`src/xed_pkg.sv`:
```
// types, constants and name tables of the xml entity decoder
package xed_pkg;

  localparam int unsigned IN_TDATA_W  = 8;
  localparam int unsigned OUT_TDATA_W = 16;
  localparam int unsigned OUT_TUSER_W = 2;
  localparam int unsigned ACC_W       = 21;
  localparam int unsigned NUM_RES     = 4;

  localparam logic [ACC_W-1:0] CODE_LIMIT = 21'h110000;
  localparam logic [ACC_W-1:0] ACC_SAT    = 21'h1FFFFF;
  localparam logic [ACC_W-1:0] LIM_1BYTE  = 21'h000080;
  localparam logic [ACC_W-1:0] LIM_2BYTE  = 21'h000800;
  localparam logic [ACC_W-1:0] LIM_3BYTE  = 21'h010000;

  localparam logic [7:0] UTF8_CONT  = 8'h80;
  localparam logic [7:0] UTF8_LEAD2 = 8'hC0;
  localparam logic [7:0] UTF8_LEAD3 = 8'hE0;
  localparam logic [7:0] UTF8_LEAD4 = 8'hF0;
  localparam logic [7:0] NBSP_HI    = 8'hC2;
  localparam logic [7:0] NBSP_LO    = 8'hA0;

  // scan mode, one-hot
  typedef enum logic [12:0] {
    MODE_PLAIN   = 13'b0000000000001,
    MODE_AMP     = 13'b0000000000010,
    MODE_A       = 13'b0000000000100,
    MODE_AMPN    = 13'b0000000001000,
    MODE_APOS    = 13'b0000000010000,
    MODE_QUOT    = 13'b0000000100000,
    MODE_GT      = 13'b0000001000000,
    MODE_LT      = 13'b0000010000000,
    MODE_NBSP    = 13'b0000100000000,
    MODE_HASH    = 13'b0001000000000,
    MODE_DEC     = 13'b0010000000000,
    MODE_HEX     = 13'b0100000000000,
    MODE_DISCARD = 13'b1000000000000
  } mode_e;

  typedef struct packed {
    logic       last_of_run;
    logic       end_of_string;
    logic       decode_error;
    logic       out_valid;
    logic [7:0] out_byte;
  } res_t;

  function automatic res_t mk_res(logic [7:0] b, logic v, logic e);
    res_t r;
    r.out_byte      = b;
    r.out_valid     = v;
    r.decode_error  = e;
    r.end_of_string = 1'b0;
    r.last_of_run   = 1'b0;
    return r;
  endfunction

  // characters of a name still to match after its leading letters
  function automatic logic [2:0] name_len(mode_e m);
    logic [2:0] l;
    unique case (m)
      MODE_AMPN, MODE_GT, MODE_LT: l = 3'd2;
      MODE_APOS:                   l = 3'd3;
      MODE_QUOT, MODE_NBSP:        l = 3'd4;
      default:                     l = 3'd0;
    endcase
    return l;
  endfunction

  function automatic logic [7:0] name_char(mode_e m, logic [2:0] p);
    logic [31:0] s;
    unique case (m)
      MODE_AMPN: s = {"p;", 16'h0};
      MODE_APOS: s = {"os;", 8'h0};
      MODE_QUOT: s = "uot;";
      MODE_GT:   s = {"t;", 16'h0};
      MODE_LT:   s = {"t;", 16'h0};
      MODE_NBSP: s = "bsp;";
      default:   s = 32'h0;
    endcase
    unique case (p)
      3'd0:    return s[31:24];
      3'd1:    return s[23:16];
      3'd2:    return s[15:8];
      3'd3:    return s[7:0];
      default: return 8'h0;
    endcase
  endfunction

  // single replacement byte of the short names (nbsp handled apart)
  function automatic logic [7:0] name_byte(mode_e m);
    logic [7:0] b;
    unique case (m)
      MODE_AMPN: b = "&";
      MODE_APOS: b = "'";
      MODE_QUOT: b = "\"";
      MODE_GT:   b = ">";
      MODE_LT:   b = "<";
      default:   b = 8'h0;
    endcase
    return b;
  endfunction

endpackage

```
`src/xml_entity_decoder_unit.sv`:
```
// xml attribute value entity decoder with utf-8 output, stream in and out
//
// input channel s_axis: one word per string byte, tdata = data_byte, tlast
// marks the final byte of a string. output channel m_axis: one word per
// decoded byte or status; tdata carries out_byte and last_of_run, tuser the
// flags out_valid and decode_error, tlast marks end_of_string.
// named entities become one byte (nbsp two), &#N; and &#xH; become one to
// four utf-8 bytes. a malformed or out-of-range entity gives one error word
// and the rest of the string is dropped; the last byte then closes the
// string with an error status word.
// a word accepted on s_axis is held in the input register, decoded from
// there, and its results are loaded into the result buffer that drives m_axis.
// throughput: one input word per cycle while each word yields at most one
// result and m_axis_tready_i stays high; a word that yields more results
// holds the four-entry result buffer until they have left, and the input side waits.
// the result buffer is loaded only when it is empty or empties in the same cycle.
// reset: both buffers empty, decoder back in plain text mode.
// stall: a waiting result holds steady; the input register takes one more
// word, after which s_axis_tready_o drops until the buffer drains.
module xml_entity_decoder_unit (
  input  logic                                 clk_i,
  input  logic                                 rst_ni,
  input  logic                                 s_axis_tvalid_i,
  output logic                                 s_axis_tready_o,
  input  logic [xed_pkg::IN_TDATA_W-1:0]       s_axis_tdata_i,   // [7:0] data_byte
  input  logic                                 s_axis_tlast_i,   // last_byte
  output logic                                 m_axis_tvalid_o,
  input  logic                                 m_axis_tready_i,
  output logic [xed_pkg::OUT_TDATA_W-1:0]      m_axis_tdata_o,   // [7:0] out_byte, [8] last_of_run
  output logic [xed_pkg::OUT_TUSER_W-1:0]      m_axis_tuser_o,   // [0] out_valid, [1] decode_error
  output logic                                 m_axis_tlast_o    // end_of_string
);

  // input register
  logic                          in_valid_q, in_valid_d;
  logic [7:0]                    in_data_q;
  logic                          in_last_q;

  // decoder state
  xed_pkg::mode_e                mode_q, mode_d;
  logic [2:0]                    pos_q, pos_d;
  logic [xed_pkg::ACC_W-1:0]     acc_q, acc_d;
  logic                          ovf_q, ovf_d;

  // result buffer, entry 0 faces the output
  xed_pkg::res_t                 res_q [xed_pkg::NUM_RES];
  xed_pkg::res_t                 res_w [xed_pkg::NUM_RES];
  logic [2:0]                    cnt_q, cnt_d;
  logic [2:0]                    n_w;

  logic                          s_accept, pop, load;

  // decode helpers
  logic [7:0]                    b;
  logic                          is_dec, is_hex;
  logic [3:0]                    dval;
  logic                          use_hex;
  logic [xed_pkg::ACC_W+4:0]     acc_next;
  logic [xed_pkg::ACC_W-1:0]     c;
  logic [1:0]                    last_idx;

  assign s_accept = s_axis_tvalid_i && s_axis_tready_o;
  assign pop      = m_axis_tvalid_o && m_axis_tready_i;
  // buffer takes a new run only when it is empty or loses its last entry now
  assign load     = in_valid_q && ((cnt_q == 3'd0) || ((cnt_q == 3'd1) && pop));
  assign s_axis_tready_o = !in_valid_q || load;

  assign m_axis_tvalid_o = (cnt_q != 3'd0);
  assign m_axis_tdata_o  = {{(xed_pkg::OUT_TDATA_W-9){1'b0}}, res_q[0].last_of_run,
                            res_q[0].out_byte};
  assign m_axis_tuser_o  = {res_q[0].decode_error, res_q[0].out_valid};
  assign m_axis_tlast_o  = res_q[0].end_of_string;

  // digit classification
  assign b      = in_data_q;
  assign is_dec = (b >= "0") && (b <= "9");
  assign is_hex = is_dec || ((b >= "a") && (b <= "f")) || ((b >= "A") && (b <= "F"));
  always_comb begin
    if (is_dec) begin
      dval = 4'(b - "0");
    end else if ((b >= "a") && (b <= "f")) begin
      dval = 4'(b - "a" + 8'd10);
    end else begin
      dval = 4'(b - "A" + 8'd10);
    end
  end

  // accumulator times base plus digit, base 10 as shift and add
  assign use_hex  = (mode_q == xed_pkg::MODE_HEX);
  assign acc_next = use_hex
      ? ({1'b0, acc_q, 4'b0} + 26'(dval))
      : (26'({acc_q, 3'b0}) + 26'({acc_q, 1'b0}) + 26'(dval));
  assign c = acc_q;

  // single pass decode of the registered word
  always_comb begin
    mode_d = mode_q;
    pos_d  = pos_q;
    acc_d  = acc_q;
    ovf_d  = ovf_q;
    n_w    = 3'd0;
    for (int i = 0; i < xed_pkg::NUM_RES; i++) begin
      res_w[i] = xed_pkg::mk_res(8'h0, 1'b0, 1'b0);
    end

    unique case (mode_q)
      xed_pkg::MODE_PLAIN: begin
        if (b == "&") begin
          mode_d = xed_pkg::MODE_AMP;
        end else begin
          res_w[0] = xed_pkg::mk_res(b, 1'b1, 1'b0);
          n_w      = 3'd1;
        end
      end
      xed_pkg::MODE_AMP: begin
        pos_d = 3'd0;
        priority if (b == "a") begin
          mode_d = xed_pkg::MODE_A;
          pos_d  = pos_q;
        end else if (b == "q") begin
          mode_d = xed_pkg::MODE_QUOT;
        end else if (b == "g") begin
          mode_d = xed_pkg::MODE_GT;
        end else if (b == "l") begin
          mode_d = xed_pkg::MODE_LT;
        end else if (b == "n") begin
          mode_d = xed_pkg::MODE_NBSP;
        end else if (b == "#") begin
          mode_d = xed_pkg::MODE_HASH;
          pos_d  = pos_q;
          acc_d  = '0;
          ovf_d  = 1'b0;
        end else begin
          pos_d    = pos_q;
          mode_d   = xed_pkg::MODE_DISCARD;
          res_w[0] = xed_pkg::mk_res(8'h0, 1'b0, 1'b1);
          n_w      = 3'd1;
        end
      end
      xed_pkg::MODE_A: begin
        priority if (b == "m") begin
          mode_d = xed_pkg::MODE_AMPN;
          pos_d  = 3'd0;
        end else if (b == "p") begin
          mode_d = xed_pkg::MODE_APOS;
          pos_d  = 3'd0;
        end else begin
          mode_d   = xed_pkg::MODE_DISCARD;
          res_w[0] = xed_pkg::mk_res(8'h0, 1'b0, 1'b1);
          n_w      = 3'd1;
        end
      end
      xed_pkg::MODE_AMPN, xed_pkg::MODE_APOS, xed_pkg::MODE_QUOT,
      xed_pkg::MODE_GT, xed_pkg::MODE_LT, xed_pkg::MODE_NBSP: begin
        if ((pos_q >= xed_pkg::name_len(mode_q)) ||
            (b != xed_pkg::name_char(mode_q, pos_q))) begin
          mode_d   = xed_pkg::MODE_DISCARD;
          res_w[0] = xed_pkg::mk_res(8'h0, 1'b0, 1'b1);
          n_w      = 3'd1;
        end else if ((pos_q + 3'd1) < xed_pkg::name_len(mode_q)) begin
          pos_d = pos_q + 3'd1;
        end else begin
          // name complete
          mode_d = xed_pkg::MODE_PLAIN;
          pos_d  = 3'd0;
          if (mode_q == xed_pkg::MODE_NBSP) begin
            res_w[0] = xed_pkg::mk_res(xed_pkg::NBSP_HI, 1'b1, 1'b0);
            res_w[1] = xed_pkg::mk_res(xed_pkg::NBSP_LO, 1'b1, 1'b0);
            n_w      = 3'd2;
          end else begin
            res_w[0] = xed_pkg::mk_res(xed_pkg::name_byte(mode_q), 1'b1, 1'b0);
            n_w      = 3'd1;
          end
        end
      end
      xed_pkg::MODE_HASH, xed_pkg::MODE_DEC, xed_pkg::MODE_HEX: begin
        priority if ((mode_q == xed_pkg::MODE_HASH) && (b == "x")) begin
          mode_d = xed_pkg::MODE_HEX;
        end else if (use_hex ? is_hex : is_dec) begin
          if (!use_hex) begin
            mode_d = xed_pkg::MODE_DEC;
          end
          // saturate once the code leaves the unicode range
          if (!ovf_q) begin
            if (acc_next >= 26'(xed_pkg::CODE_LIMIT)) begin
              ovf_d = 1'b1;
              acc_d = xed_pkg::ACC_SAT;
            end else begin
              acc_d = acc_next[xed_pkg::ACC_W-1:0];
            end
          end
        end else if (b == ";") begin
          mode_d = xed_pkg::MODE_PLAIN;
          priority if (ovf_q || (c >= xed_pkg::CODE_LIMIT)) begin
            mode_d   = xed_pkg::MODE_DISCARD;
            res_w[0] = xed_pkg::mk_res(8'h0, 1'b0, 1'b1);
            n_w      = 3'd1;
          end else if (c < xed_pkg::LIM_1BYTE) begin
            res_w[0] = xed_pkg::mk_res(c[7:0], 1'b1, 1'b0);
            n_w      = 3'd1;
          end else if (c < xed_pkg::LIM_2BYTE) begin
            res_w[0] = xed_pkg::mk_res(xed_pkg::UTF8_LEAD2 | {3'b0, c[10:6]}, 1'b1, 1'b0);
            res_w[1] = xed_pkg::mk_res(xed_pkg::UTF8_CONT | {2'b0, c[5:0]}, 1'b1, 1'b0);
            n_w      = 3'd2;
          end else if (c < xed_pkg::LIM_3BYTE) begin
            res_w[0] = xed_pkg::mk_res(xed_pkg::UTF8_LEAD3 | {4'b0, c[15:12]}, 1'b1, 1'b0);
            res_w[1] = xed_pkg::mk_res(xed_pkg::UTF8_CONT | {2'b0, c[11:6]}, 1'b1, 1'b0);
            res_w[2] = xed_pkg::mk_res(xed_pkg::UTF8_CONT | {2'b0, c[5:0]}, 1'b1, 1'b0);
            n_w      = 3'd3;
          end else begin
            res_w[0] = xed_pkg::mk_res(xed_pkg::UTF8_LEAD4 | {5'b0, c[20:18]}, 1'b1, 1'b0);
            res_w[1] = xed_pkg::mk_res(xed_pkg::UTF8_CONT | {2'b0, c[17:12]}, 1'b1, 1'b0);
            res_w[2] = xed_pkg::mk_res(xed_pkg::UTF8_CONT | {2'b0, c[11:6]}, 1'b1, 1'b0);
            res_w[3] = xed_pkg::mk_res(xed_pkg::UTF8_CONT | {2'b0, c[5:0]}, 1'b1, 1'b0);
            n_w      = 3'd4;
          end
        end else begin
          mode_d   = xed_pkg::MODE_DISCARD;
          res_w[0] = xed_pkg::mk_res(8'h0, 1'b0, 1'b1);
          n_w      = 3'd1;
        end
      end
      xed_pkg::MODE_DISCARD: begin
      end
      default: begin
        mode_d   = xed_pkg::MODE_DISCARD;
        res_w[0] = xed_pkg::mk_res(8'h0, 1'b0, 1'b1);
        n_w      = 3'd1;
      end
    endcase

    // end of string: a cut-off entity is an error, an empty step gets a status
    if (in_last_q) begin
      if ((mode_d != xed_pkg::MODE_PLAIN) && (mode_d != xed_pkg::MODE_DISCARD)) begin
        mode_d   = xed_pkg::MODE_DISCARD;
        res_w[0] = xed_pkg::mk_res(8'h0, 1'b0, 1'b1);
        n_w      = 3'd1;
      end
      if (n_w == 3'd0) begin
        res_w[0] = xed_pkg::mk_res(8'h0, 1'b0, mode_d == xed_pkg::MODE_DISCARD);
        n_w      = 3'd1;
      end
    end
    last_idx = 2'(n_w - 3'd1);
    if (n_w != 3'd0) begin
      res_w[last_idx].last_of_run   = 1'b1;
      res_w[last_idx].end_of_string = in_last_q;
    end
    if (in_last_q) begin
      mode_d = xed_pkg::MODE_PLAIN;
      pos_d  = 3'd0;
      acc_d  = '0;
      ovf_d  = 1'b0;
    end
  end

  always_comb begin
    in_valid_d = in_valid_q;
    if (s_accept) begin
      in_valid_d = 1'b1;
    end else if (load) begin
      in_valid_d = 1'b0;
    end
  end

  always_comb begin
    cnt_d = cnt_q;
    if (load) begin
      cnt_d = n_w;
    end else if (pop) begin
      cnt_d = cnt_q - 3'd1;
    end
  end

  // control state
  always_ff @(posedge clk_i or negedge rst_ni) begin
    if (!rst_ni) begin
      in_valid_q <= 1'b0;
      cnt_q      <= 3'd0;
      mode_q     <= xed_pkg::MODE_PLAIN;
      pos_q      <= 3'd0;
      acc_q      <= '0;
      ovf_q      <= 1'b0;
    end else begin
      in_valid_q <= in_valid_d;
      cnt_q      <= cnt_d;
      if (load) begin
        mode_q <= mode_d;
        pos_q  <= pos_d;
        acc_q  <= acc_d;
        ovf_q  <= ovf_d;
      end
    end
  end

  // payload registers
  always_ff @(posedge clk_i) begin
    if (s_accept) begin
      in_data_q <= s_axis_tdata_i;
      in_last_q <= s_axis_tlast_i;
    end
    if (load) begin
      for (int i = 0; i < xed_pkg::NUM_RES; i++) begin
        res_q[i] <= res_w[i];
      end
    end else if (pop) begin
      for (int i = 0; i < xed_pkg::NUM_RES - 1; i++) begin
        res_q[i] <= res_q[i+1];
      end
    end
  end

endmodule

```
`config.mk`:
```
export PLATFORM = sky130hd
export DESIGN_NAME = xml_entity_decoder_unit
export DESIGN_NICKNAME = d
export VERILOG_FILES = /design/src/xed_pkg.sv /design/src/xml_entity_decoder_unit.sv
export SDC_FILE = /design/constraint.sdc
export NUM_CORES = 1
export LEC_CHECK = 0
export BUFFER_PORTS_ARGS = -buffer_cell sky130_fd_sc_hd__buf_4
export CORE_MARGIN = 2
export CORE_UTILIZATION = 35
export DETAILED_ROUTE_END_ITERATION = 8
export PLACE_DENSITY = 0.61
export SLEW_MARGIN = 20
export SYNTH_ARGS = -nofsm -noshare
export SYNTH_HDL_FRONTEND = slang
export SYNTH_SLANG_ARGS = --single-unit
```
`constraint.sdc`:
```
create_clock -name clk_i -period 5.4 [get_ports clk_i]
set_input_delay 0.54 -clock clk_i [delete_from_list [all_inputs] [get_ports clk_i]]
set_output_delay 0.54 -clock clk_i [all_outputs]
set_load 0.05 [all_outputs]
```
==> impl_metrics.yaml, run 1 <==
global_routing:
  grt-ovfl-total: 0
  first_global_vias: 6158
  grt_max_degree: 43
  global_route_wire_length_before_repair_um: 33920
  track_usage_pct: 19.22
  initial_antenna_violation_count: 0
clock_network:
  clock_root_buffer: "sky130_fd_sc_hd__clkbuf_16"
  clock_tree.buffer_depth: 2
  cts-htree-levels: 3
  clock-sinks: 90
  cts_hold_buf: 0
  tritoncts.num_buffers: 9
  worstSkewPairLatency_ps: 360
  worst_setup_hold_path_clk_slew_ps: 70
  cts_tree: "done"
yosys:
  synth.area.top_cells: "sky130_fd_sc_hd__edfxtp_1 (19%), sky130_fd_sc_hd__dfrtp_1 (14%), sky130_fd_sc_hd__ha_1 (10%)"
  post_synthesis_instance_area_um2: 7438
  yosys.cell_count.top_type: "sky130_fd_sc_hd__nand2_1"
  synth_flop_cell: "sky130_fd_sc_hd__edfxtp_1"
  postSynthRegisterBits: 90
  synth_edf_count: 48
  netlist.top_cell.by_area: "sky130_fd_sc_hd__edfxtp_1"
  yosysSeqAreaShare_pct: 33.52
  syn_avg_cell_area_um2: 8.803
  yosys.area.top_type_share_pct: 19.38
  ys_warn_count: 0
  postSynth.asyncResetShare_pct: 46.67
  synthesis.instances: 845
  post_synth_num_cell_types: 93
  post_synth_most_frequent_cells: "sky130_fd_sc_hd__nand2_1 (94), sky130_fd_sc_hd__ha_1 (60), sky130_fd_sc_hd__nor2_1 (60)"
die:
  rows: 53
  io_pins: 34
  coreArea_um2: 20960
  chipHeight_um: 149.8
  floorplan.initialDensity_pct: 35.50
  fp.dieArea_um2: 22430
  fp.dieW_um: 149.8
cells_and_area:
  nNetsFinal: 917
  drive_gt1_share_pct: 10.86
  regArea_um2: 2494
  multi_input_comb_area_um2: 4606
  postLayoutCellArea_um2: 8095
  fillers: 2158
  area.growth.synth_to_final_pct: 8.831
  antenna_cells: 0
run:
  cap_violations: 0
sta:
  post-route-min-period_ps: 4887
  finalMaxSlewViolations: 0
  rsz0062_at_grt: "false"
  tightest_slew_ps: 913.1
  final-setup-viol-count: 0
  tns_ps: 0
  timing.final.crit_share_pct: 90.51
  final.setup_skew_ps: 10.83
  finalHoldViolCount: 0
  fmax_achieved_ghz: 0.2046
  slew-limit-headroom_pct: 38.56
setup_path:
  critPathMaxStageDelay_ps: 380
  critical_path_peak_fanout: 20
  cp.required_ps: 5630
  crit_path_cell_trace: "inv_1, ha_1, nor2_1, o21ai_0, and4_1, nand2b_1, xnor2_1, ha_1, ha_1, inv_1, fa_1, nor2b_1, o31a_1, o41a_1, o21ai_1, buf_4, o21ai_0, o22a_1, o32ai_1, a21o_1, a31o_4, nand2_1"
  critPathLaunchType: "register"
  cp.arrival_ps: 5120
  crit_path_top_delay_cell: "sky130_fd_sc_hd__edfxtp_1"
  setup.worst_path.class: "register to register"
  crit_top_cell: "sky130_fd_sc_hd__ha_1"
  setup.worst_path.end_class: "register"
route:
  ant_nets: 0
  met2_length_um: 9616
  routed_wirelength_um: 20850
  post_dr_wirelength_cell_um: 18.58
  drtPass1Iterations: 5
  drt_first_iter_violations: 606
  highest-signal-layer: "met4"
  drc_errors: 0
  wl_met1_um: 9690
  via_count: 6421
  met3WireLength_um: 1164
  vias_per_cell: 5.723
power_and_ir_drop:
  p_seq_share_pct: 38.2
  switching_share_pct: 41.42
  clock_power_share_pct: 22.4
  total_switching_power_w: 0.001105
  powerDensity_nw_per_um2: 329.6
  total_leakage_power_nw: 3.492
  vdd.ir_drop.worst_v: 0.0001948
  cellInternalPower_w: 0.001563
  power.share.combinational_pct: 39.4
placed_design:
  finalWeightedCongestion: 0.9067
  detailedPlacementHpwl_um: 15170
  place.port_buffers: 26
  detailed_place.area_um2: 7787
outcome:
  result_of_the_run: "finished, final reports clean"
hold_path:
  holdCritPathClass: "input pin to asynchronous set/reset pin"
==> cell usage in the layout, fill, tap and decap left out, types with 18 or more instances in the layout <==
master,count
sky130_fd_sc_hd__nand2_1,94
sky130_fd_sc_hd__nor2_1,60
sky130_fd_sc_hd__ha_1,60
sky130_fd_sc_hd__o21ai_0,51
sky130_fd_sc_hd__a21oi_1,48
sky130_fd_sc_hd__edfxtp_1,48
sky130_fd_sc_hd__dfrtp_1,41
sky130_fd_sc_hd__buf_4,36
sky130_fd_sc_hd__inv_1,29
sky130_fd_sc_hd__nand3_1,26
sky130_fd_sc_hd__nor3_1,21
sky130_fd_sc_hd__a22oi_1,20
sky130_fd_sc_hd__xnor2_1,18
==> power groups by stage <==
stage	Sequential [W]	Combinational, W	Clock (W)
after floorplan	0.00114	0.000647	0
after global placement	0.00103	0.00103	0
after detailed placement	0.00104	0.00104	0
after CTS	0.00102	0.00105	0.000613
after global routing	0.00104	0.00116	0.000640
final	0.00102	0.00105	0.000599
==> metrics by stage <==
| step | worst slack [ps] | utilization, % | instances | power [W] | hold WS (ps) |
|---|---|---|---|---|---|
| 6_report | 512.6 | 38.63 | 1122 | 0.002668 | 169.7 |
| 5_1_grt | 72.55 | 38.63 | 1122 | 0.002832 | 210.5 |
| 4_1_cts | 216.5 | 38.46 | 1120 | 0.002682 | 196.6 |
| 3_5_place_dp | 250.7 | 37.16 | 1104 | 0.002076 | 503.5 |
| 3_3_place_gp | 431.0 | 37.16 | 1104 | 0.002065 | 493.4 |
| 2_1_floorplan | 604.3 | - | 851 | 0.001788 | 244.4 |
==> worst max-delay path: cells and delay by family (launching register included) <==
| kind | cells | cell delay, ps |
|---|---|---|
| AOI/OAI and AO/OA | 9 | 2110 |
| xor gates and xnor gates | 1 | 150 |
| adders and majority gates | 4 | 1000 |
| buffers and inverters | 3 | 400 |
| DFF | 1 | 380 |
| and+or+nand+nor | 5 | 710 |
==> path summary, 6_finish.rpt <==
| check | from | to | slack (ps) | depth (start not counted) |
|---|---|---|---|---|
| worst max-delay path | b[1]$_DFFE_PP_ | acc_q[5]$_DFFE_PN0P_ | 510 | 22 |
| worst min-delay path | rst_ni | mode_q[5]$_DFFE_PN0P_ | 170 | 1 |
| worst max register to register | b[1]$_DFFE_PP_ | acc_q[5]$_DFFE_PN0P_ | 510 | 22 |
| worst min register to register | res_q[1][10]$_DFFE_PP_ | res_q[0][10]$_DFFE_PP_ | 510 | 2 |
| max in group asynchronous | rst_ni | acc_q[7]$_DFFE_PN0P_ | 4810 | 1 |
| min in group clk_i | s_axis_tdata_i[4] | b[4]$_DFFE_PP_ | 360 | 1 |
==> flip-flops by register name (all words and copies together) (netlist names), 3 cells and up <==
name and cells:
res_q 39, b 8, mode_q 13, acc_q 21, pos_q 3, cnt_q 3
==> final cells by class <==
class	count	area share [%]
flip-flops and latches	90	30.80
well taps	275	4.250
clock inverters	6	0.5410
inverters	29	1.345
clock buffers	10	2.828
repair buffers	36	3.338
multi-input cells	676	56.89
==> layer usage <==
layer  GRT usage, %  vias to the layer above
met2          30.46                      200
met1          27.22                     3049
li1               -                     3146
met5              0                        -
met4          5.142                        0
met3          3.171                       26
==> timing repair <==
action,CTS,global route
gates resized for setup,0,3
endpoints found under the setup margin,0,20
setup buffers,0,2
==> cell families after synthesis <==
| family | Yosys count | share of synthesized area, % |
|---|---|---|
| other | 1 | 0.05041 |
| multiplexers | 15 | 2.119 |
| AND/OR/NAND/NOR | 305 | 21.23 |
| flip-flops | 90 | 33.52 |
| adder cells (fa/ha/maj) | 62 | 10.63 |
| AO/OA/AOI/OAI | 257 | 23.65 |
| buffers and inverters | 85 | 5.265 |
| XOR/XNOR | 30 | 3.532 |
Power figures use the tool's default switching activity.
==> run 2: changes to the inputs <==
--- a/config.mk
+++ b/config.mk
@@ -6,6 +6,7 @@
 export NUM_CORES = 1
 export LEC_CHECK = 0
 export BUFFER_PORTS_ARGS = -buffer_cell sky130_fd_sc_hd__buf_4
+export CORE_ASPECT_RATIO = 1.2
 export CORE_MARGIN = 2
 export CORE_UTILIZATION = 35
 export DETAILED_ROUTE_END_ITERATION = 8
==> run 2 against run 1 <==
Net effect: final area increased by 0.29%; clock-buffer cell count shrank 1; worst setup slack got worse by 54 ps; register-to-register slack worse by 50 ps; clock skew is essentially flat; final cell count is 0.27% lower; clock power up 8.7%; via count grew 2.3%; sequential power is essentially flat; global-route usage increased by 0.055 points; maximum frequency shrank 1.1%; non-clock buffer count increased by 2; critical path type unchanged.
==> impl_metrics.yaml, run 2 (synthesized netlist as in run 1, its figures left out) <==
sta:
  slew-limit-headroom_pct: 37.44
  rsz0062_at_grt: "false"
  post-route-min-period_ps: 4942
  tightest_slew_ps: 929.9
  final-setup-viol-count: 0
  final.setup_skew_ps: 11.14
  fmax_achieved_ghz: 0.2024
  finalHoldViolCount: 0
  timing.final.crit_share_pct: 91.51
  finalMaxSlewViolations: 0
  tns_ps: 0
clock_network:
  worstSkewPairLatency_ps: 350
  cts_hold_buf: 0
  clock_tree.buffer_depth: 2
  cts-htree-levels: 3
  cts_tree: "done"
  tritoncts.num_buffers: 9
  clock-sinks: 90
  worst_setup_hold_path_clk_slew_ps: 60
  clock_root_buffer: "sky130_fd_sc_hd__clkbuf_16"
global_routing:
  track_usage_pct: 19.28
  first_global_vias: 6281
  grt-ovfl-total: 0
  global_route_wire_length_before_repair_um: 34080
  initial_antenna_violation_count: 0
  grt_max_degree: 43
power_and_ir_drop:
  total_power_w: 0.002716
  vdd.ir_drop.worst_v: 0.0004863
  powerDensity_nw_per_um2: 334.5
  total_leakage_power_nw: 3.510
cells_and_area:
  layout.cells.most_common_list: "sky130_fd_sc_hd__nand2_1 (94), sky130_fd_sc_hd__nor2_1 (60), sky130_fd_sc_hd__ha_1 (60)"
  reg.largest.list: "res_q (39), acc_q (21), mode_q (13)"
  drive_gt1_share_pct: 10.72
  antenna_cells: 0
  most_common_cell_after_layout_fill_and_taps_aside: "sky130_fd_sc_hd__nand2_1"
  top_register: "res_q"
  largest_reg_flops: 39
  nNetsFinal: 919
  area.growth.synth_to_final_pct: 9.151
route:
  post_dr_wirelength_cell_um: 18.50
  routed_wirelength_um: 20710
  vias_per_cell: 5.871
  wl_met1_um: 8810
  drc_errors: 0
  drtPass1Iterations: 5
  via_count: 6570
  ant_nets: 0
  highest-signal-layer: "met4"
  met3WireLength_um: 919
  drt_first_iter_violations: 550
  met2_length_um: 10150
die:
  chipHeight_um: 163.7
  io_pins: 34
  fp.dieW_um: 137.1
  floorplan.initialDensity_pct: 35.59
  rows: 58
  coreArea_um2: 20900
  fp.dieArea_um2: 22440
setup_path:
  critPathLaunchType: "register"
  worst-r2r-cell-count: 19
  cp.required_ps: 5630
  timing.rr.start: "b[1]$_DFFE_PP_"
  cp.arrival_ps: 5170
  critical_path_peak_fanout: 20
  rr_endpoint: "acc_q[13]$_DFFE_PN0P_"
  setup.worst_path.end_class: "register"
  setup.reg_to_reg.worst_slack_ps: 460
  setup.worst_path.class: "register to register"
placed_design:
  detailedPlacementHpwl_um: 15360
  finalWeightedCongestion: 0.9395
  place.port_buffers: 26
run:
  cap_violations: 0
outcome:
  result_of_the_run: "finished, final reports clean"
hold_path:
  holdCritPathClass: "input pin to asynchronous set/reset pin"
run 2: cell count changes in the layout (fill, tap and decap cells not counted), sizes merged:
cell / before / now
buf: 36 / 38
clkinv: 4 / 2
clkbuf: 10 / 9
inv: 30 / 31
bufinv: 0 / 1
clkinvlp: 1 / 2
run 2: per-layer routing:
| metal | GRT usage (%) | vias up |
|---|---|---|
| met4 | 9.794 | 0 |
| li1 | - | 3141 |
| met2 | 32.09 | 222 |
| met3 | 2.068 | 60 |
| met1 | 24.63 | 3147 |
| met5 | 0 | - |
run 2: worst max path at each step:
stage | startpoint | to | slack (ps) | cells past startpoint
floorplan | b[0]$_DFFE_PP_ | acc_q[13]$_DFFE_PN0P_ | 600 | 22
global placement | b[0]$_DFFE_PP_ | acc_q[1]$_DFFE_PN0P_ | 430 | 19
detailed placement | b[0]$_DFFE_PP_ | acc_q[13]$_DFFE_PN0P_ | 270 | 19
CTS | b[0]$_DFFE_PP_ | acc_q[13]$_DFFE_PN0P_ | 250 | 19
global route | b[1]$_DFFE_PP_ | acc_q[8]$_DFFE_PN0P_ | 110 | 19
finish | b[1]$_DFFE_PP_ | acc_q[13]$_DFFE_PN0P_ | 460 | 19
run 2: stage by stage:
stage	instance area, µm²	setup WS, ps	utilization [%]	hold WS, ps	instances
after global routing	8119	113.4	38.85	240.7	1119
after CTS	8095	246.1	38.73	221.2	1117
after floorplan	7461	604.3	-	244.4	851
after detailed placement	7792	272.6	37.28	495.6	1101
after global placement	7792	432.8	37.28	497.8	1101
final	8119	458.4	38.85	196.2	1119
run 2: layout make-up:
cell class,instances,area [µm²]
clock buffer,9,225.2
clock inverter,7,77.57
fill,2126,12780
inverter,29,108.9
multi-input combinational,676,4591
sequential,90,2494
tap,270,337.8
timing repair buffer,38,285.3
run 2: what timing repair did:
action                     in CTS  in global routing
buffers inserted                0                  2
setup endpoints to repair       0                 20
gates resized for setup         0                  1
run 2: power by group:
| group | switching, W | leakage [nW] | internal, W |
|---|---|---|---|
| Combinational | 0.000719 | 2.31 | 0.000326 |
| Sequential | 0.0000962 | 1.05 | 0.000924 |
| Clock | 0.000287 | 0.143 | 0.000363 |
run 2: critical path, cell delays in order, from the launching register on:
cell                       delay, ps
sky130_fd_sc_hd__edfxtp_1        400
sky130_fd_sc_hd__inv_1           140
sky130_fd_sc_hd__ha_1            280
sky130_fd_sc_hd__nor2_1           60
sky130_fd_sc_hd__o21ai_0         130
sky130_fd_sc_hd__and4_1          330
sky130_fd_sc_hd__a31oi_1          80
sky130_fd_sc_hd__xnor2_1         270
sky130_fd_sc_hd__fa_1            510
sky130_fd_sc_hd__fa_1            470
sky130_fd_sc_hd__nor2b_1         160
sky130_fd_sc_hd__o31a_1          190
sky130_fd_sc_hd__o41a_1          190
sky130_fd_sc_hd__o21ai_1         140
sky130_fd_sc_hd__a211oi_1        360
sky130_fd_sc_hd__xnor2_1         160
sky130_fd_sc_hd__mux2i_1          90
sky130_fd_sc_hd__a221oi_1        420
sky130_fd_sc_hd__a31o_4          360
sky130_fd_sc_hd__nand2_1          90
